===== config.mk =====
export PLATFORM = sky130hd
export DESIGN_NAME = imu_rdc_seq
export DESIGN_NICKNAME = d
export VERILOG_FILES = /design/src/rtl/imu_rdc_pkg.sv /design/src/rtl/imu_rdc_seq.sv
export VERILOG_INCLUDE_DIRS = /design/src /design/src/rtl
export SDC_FILE = /design/constraint.sdc
export NUM_CORES = 1
export LEC_CHECK = 0
export ABC_AREA = 0
export BUFFER_PORTS_ARGS = -buffer_cell sky130_fd_sc_hd__buf_4
export CAP_MARGIN = 20
export CORE_MARGIN = 2
export CORE_UTILIZATION = 45
export DETAILED_ROUTE_END_ITERATION = 16
export HOLD_SLACK_MARGIN = 0.15
export PLACE_DENSITY = 0.69
export SYNTH_ARGS = -nofsm -noshare
export SYNTH_HDL_FRONTEND = slang
export SYNTH_SLANG_ARGS = --single-unit

===== constraint.sdc =====
create_clock -name clk -period 6 [get_ports clk]
set_clock_uncertainty 0.2 [all_clocks]
set_input_delay 0.3 -clock clk [delete_from_list [all_inputs] [get_ports clk]]
set_output_delay 0.3 -clock clk [all_outputs]
set_load 0.02 [all_outputs]

===== src/rtl/imu_record_decode_calibrate_core_macros.svh =====
// assertion macros shared by the imu record decoder rtl
// expects clk and rst_n in the scope where a macro is used
`ifndef IMU_RECORD_DECODE_CALIBRATE_CORE_MACROS_SVH
`define IMU_RECORD_DECODE_CALIBRATE_CORE_MACROS_SVH

// same-cycle implication
`define IMU_RDC_CHECK_NOW(name, ante, cons, msg) \
    name: assert property (@(posedge clk) disable iff (!rst_n) (ante) |-> (cons)) \
        else $error(msg);

// next-cycle implication
`define IMU_RDC_CHECK_NEXT(name, ante, cons, msg) \
    name: assert property (@(posedge clk) disable iff (!rst_n) (ante) |=> (cons)) \
        else $error(msg);

`endif


===== src/rtl/imu_rdc_pkg.sv =====
// shared types and constants for the imu record decoder
// used by imu_rdc_seq and imu_record_decode_calibrate_core, no dependencies
package imu_rdc_pkg;

    localparam int RECORD_BYTES = 16;
    localparam int POS_W        = $clog2(RECORD_BYTES);
    localparam int CFG_IDX_W    = 3;
    localparam int CFG_DATA_W   = 48;
    localparam int TIME_W       = 58;
    localparam int PC_W         = 3;
    localparam int CNT_W        = 4;

    // configuration register indexes
    localparam logic [CFG_IDX_W-1:0] REG_ACCEL_LSB_SCALE  = 3'd0;
    localparam logic [CFG_IDX_W-1:0] REG_GYRO_LSB_SCALE   = 3'd1;
    localparam logic [CFG_IDX_W-1:0] REG_ACCEL_OFFSETS    = 3'd2;
    localparam logic [CFG_IDX_W-1:0] REG_ACCEL_INV_SCALES = 3'd3;
    localparam logic [CFG_IDX_W-1:0] REG_GYRO_BIASES      = 3'd4;

    // datapath operations issued by the sequencer
    typedef enum logic [2:0] {
        OP_NOP          = 3'd0,
        OP_MUL_RAW_ALSB = 3'd1,
        OP_MUL_RAW_GLSB = 3'd2,
        OP_SUB_OFFSET   = 3'd3,
        OP_MUL_ACC_INV  = 3'd4,
        OP_WR_ACCEL     = 3'd5,
        OP_WR_GYRO      = 3'd6,
        OP_DIV_STEP     = 3'd7
    } op_t;

    // one microcode word
    typedef struct packed {
        op_t              op;
        logic             loop_en;
        logic [CNT_W-1:0] loop_last;
        logic [PC_W-1:0]  loop_target;
        logic             done;
    } ucode_t;

    // sequencer to datapath control
    typedef struct packed {
        op_t        op;
        logic [1:0] axis;
        logic       done;
        logic       busy;
    } ctrl_t;

endpackage


===== src/rtl/imu_rdc_seq.sv =====
// microcode sequencer: program table, step counter and loop counter
// depends on imu_rdc_pkg and the shared assertion macro header
`include "imu_record_decode_calibrate_core_macros.svh"

module imu_rdc_seq (
    input  logic                clk,
    input  logic                rst_n,
    input  logic                start,
    output imu_rdc_pkg::ctrl_t  ctrl
);
    import imu_rdc_pkg::*;

    logic             busy_reg, busy_next;
    logic [PC_W-1:0]  pc_reg, pc_next;
    logic [CNT_W-1:0] cnt_reg, cnt_next;
    ucode_t           uw;

    // program: accel loop, gyro loop, nibble divide loop, finish
    function automatic ucode_t ucode_rom(input logic [PC_W-1:0] pc);
        ucode_t w;
        w = '{op: OP_NOP, loop_en: 1'b0, loop_last: '0, loop_target: '0, done: 1'b0};
        case (pc)
            3'd0: w.op = OP_MUL_RAW_ALSB;
            3'd1: w.op = OP_SUB_OFFSET;
            3'd2: w.op = OP_MUL_ACC_INV;
            3'd3:
            begin
                w.op          = OP_WR_ACCEL;
                w.loop_en     = 1'b1;
                w.loop_last   = 4'd2;
                w.loop_target = 3'd0;
            end
            3'd4: w.op = OP_MUL_RAW_GLSB;
            3'd5:
            begin
                w.op          = OP_WR_GYRO;
                w.loop_en     = 1'b1;
                w.loop_last   = 4'd2;
                w.loop_target = 3'd4;
            end
            3'd6:
            begin
                w.op          = OP_DIV_STEP;
                w.loop_en     = 1'b1;
                w.loop_last   = 4'd15;
                w.loop_target = 3'd6;
            end
            default: w.done = 1'b1;
        endcase
        return w;
    endfunction

    assign uw = ucode_rom(pc_reg);

    always_comb
    begin
        busy_next = busy_reg;
        pc_next   = pc_reg;
        cnt_next  = cnt_reg;
        if (start)
        begin
            busy_next = 1'b1;
            pc_next   = '0;
            cnt_next  = '0;
        end
        else if (busy_reg)
        begin
            if (uw.done)
            begin
                busy_next = 1'b0;
                pc_next   = '0;
            end
            else if (uw.loop_en && cnt_reg != uw.loop_last)
            begin
                cnt_next = CNT_W'(cnt_reg + 1'b1);
                pc_next  = uw.loop_target;
            end
            else
            begin
                // apart from start, the loop counter only clears when its loop is left
                if (uw.loop_en)
                    cnt_next = '0;
                pc_next  = PC_W'(pc_reg + 1'b1);
            end
        end
    end

    always_ff @(posedge clk or negedge rst_n)
    begin
        if (!rst_n)
        begin
            busy_reg <= 1'b0;
            pc_reg   <= '0;
            cnt_reg  <= '0;
        end
        else
        begin
            busy_reg <= busy_next;
            pc_reg   <= pc_next;
            cnt_reg  <= cnt_next;
        end
    end

    assign ctrl.op   = busy_reg ? uw.op : OP_NOP;
    assign ctrl.axis = cnt_reg[1:0];
    assign ctrl.done = busy_reg & uw.done;
    assign ctrl.busy = busy_reg;

    `IMU_RDC_CHECK_NOW(a_start_only_idle, start, !busy_reg, "record started during a run")
    `IMU_RDC_CHECK_NEXT(a_done_ends_run, busy_reg && uw.done, !busy_reg, "run did not end")
    `IMU_RDC_CHECK_NOW(a_loop_count_bounded, busy_reg && uw.loop_en,
        cnt_reg <= uw.loop_last, "loop counter past its limit")

endmodule


==> impl_metrics.ini <==
[run_status]
status = complete, no violations

[route]
first_iter_violations = 11
route.detailed.drc = 0
wl_per_cell_um = 11.9
vias = 510
viasPerCell = 5.73
wirelength_met1_um = 492
ant_nets = 0
top_layer = met3
wirelength_mm = 1.06
drtPass1Iterations = 4
dr_wl_met3_um = 54
dr_wl_met2_um = 510

[worst_setup_path]
crit_type = flop to flop
worstReg2RegStart = pc_reg[0]
critPathCaptureType = flop
cp.arrival_ns = 2.21
timing.rr.end = cnt_reg[2]
path_max_fanout = 7
cp.required_ns = 5.96
reg2regPathDepth = 6
reg2reg_slack_ns = 3.75
cp-start-kind = flop

[floorplanning]
die_area_mm2 = 0.00165
die_h_um = 40.6
core_area_mm2 = 0.00127
row_count = 13
die_w_um = 40.6
initial_core_util = 0.474
pin_count = 10

[yosys]
synth_nets = 74
synth_edf_count = 0
yosys_most_used_dff = dfrtp_1
synth_cell_types = 32
postSynthAreaPerCell_um2 = 9.26
synth_cells = 65
synth_area_um2 = 602
synthArstFlopShare = 1.00
synth-seq-cells = 8
yosysWarnings = 0
synth-seq-area-share = 0.333

[min_path]
hold_path.class = primary input to async pin

[clocking]
cts_tree = built
htree_num_levels = 1
clkTransAtPathRegs_ns = 0.05
clk_latency_ns = 0.25
clock_sinks = 8
clock_path_buffers = 2
cts_buffers = 3
post_cts_resized = 0
cts-root-buf = clkbuf_4

[power]
power_density_mw_per_mm2 = 395
seq_power_share = 0.300
sw_frac_of_total = 0.426
p_comb_frac = 0.557
leakage_nw = 0.324
p_total_uw = 274
switchingPower_uw = 117
pwr-share-clk = 0.143
ir_drop_uv = 198
p_int_uw = 157

[placement]
hpwlAfterDp_um = 815
gp_congestion = 0.780
io_buffers = 9
dpl-instance-area_um2 = 651

[grt]
grt_usage = 0.166
grt_remaining_overflow = 0
grt_first_pass_wirelength_mm = 1.79
grt_max_degree = 11
antenna_found_initial = 0
grt_pass1_vias = 432

[timing]
rsz0062_at_grt = false
fin_crit_ns = 2.25
fin_crit_sh = 0.374
hold_violations = 0
drv_slew = 0
tightest_slew_ns = 0.422
slew_headroom = 0.715
fin_hold_ws_ns = 0.216
fmax_mhz = 445
finalSetupViolCount = 0
setup_tns_ns = 0

[cells_and_area]
final_cell_mix = buf_4 (9), dfrtp_1 (8), ha_1 (6)
post-route-util = 0.546
largest_register_ff_count = 4
final_cell_area_um2 = 693
n_antenna_cell = 0
mostFrequentLayoutCell = buf_4
syn_to_final_growth_pct = 15.2
num-nets-final = 85
drive_gt1_frac = 0.162

[flow_run]
cap_violations = 0
## layer usage
metal / GRT usage / vias up
met5: 0 / -
met3: 0.0333 / 0
li1: - / 256
met4: 0.0500 / 0
met1: 0.244 / 237
met2: 0.242 / 17
## kinds of logic (layout without fill, tap and decap cells)
family,after synthesis,count (layout),synth area share
AND/OR/NAND/NOR,21,21,0.195
AO/OA/AOI/OAI,18,18,0.222
buffers and inverters,10,19,0.0935
flip-flops,8,8,0.333
adder cells (fa/ha/maj),6,6,0.125
XOR/XNOR,1,1,0.0146
multiplexers,1,1,0.0166
## synthesized netlist by cell type, types with 2 or more instances
cell     count  area [um^2]
a32o_1       3         30.0
buf_4        3         22.5
nor3_1       2         10.0
inv_1        5         18.8
o21a_1       3         22.5
nor2b_1      2         12.5
o21ai_0      2         10.0
dfrtp_1      8          200
nand2_1      4         15.0
nor2_1       5         18.8
ha_1         6         75.1
a31oi_1      2         12.5
## metrics by stage
| stage | worst slack (ns) | cells |
|---|---|---|
| floorplan | 3.95 | 65 |
| global placement | 3.80 | 84 |
| detailed placement | 3.74 | 84 |
| CTS | 3.73 | 89 |
| global route | 3.60 | 89 |
| finish | 3.75 | 89 |
## worst max path at each step
stage / end / slack [ns] / start / cells past startpoint
global placement: cnt_reg[2] / 3.80 / pc_reg[0] / 6
global route: cnt_reg[2] / 3.60 / pc_reg[0] / 6
floorplan: cnt_reg[2] / 3.95 / pc_reg[0] / 6
finish: cnt_reg[2] / 3.75 / pc_reg[0] / 6
CTS: cnt_reg[2] / 3.73 / pc_reg[0] / 6
detailed placement: cnt_reg[2] / 3.74 / pc_reg[0] / 6
## cell type report
type                            instances  area (um^2)
Tap cell                               15         18.8
Fill cell                             115          576
Sequential cell                         8          200
Multi-Input combinational cell         47          345
Inverter                                5         18.8
Clock buffer                            3         22.5
Timing Repair Buffer                   11         87.6
## critical path, stage by stage, from the launching register on
cell and delay, ns:
dfrtp_1 0.42, inv_1 0.10, ha_1 0.29, and4_1 0.21
a32o_1 0.28, or4b_1 0.49, a31oi_1 0.19
## power by group through the flow
stage / Combinational (mW) / Sequential (mW) / Clock, mW
detailed placement: 0.153 / 0.0832 / 0
floorplan: 0.119 / 0.0746 / 0
global route: 0.172 / 0.0849 / 0.0447
finish: 0.153 / 0.0823 / 0.0391
CTS: 0.154 / 0.0822 / 0.0416
global placement: 0.155 / 0.0833 / 0
## what timing repair did
action / 4_1_cts / 5_1_grt
hold buffers: 2 / 0
hold endpoints to repair: 12 / 0
buffers inserted: 0 / 0
No activity file was read; power rests on OpenSTA's default activity.
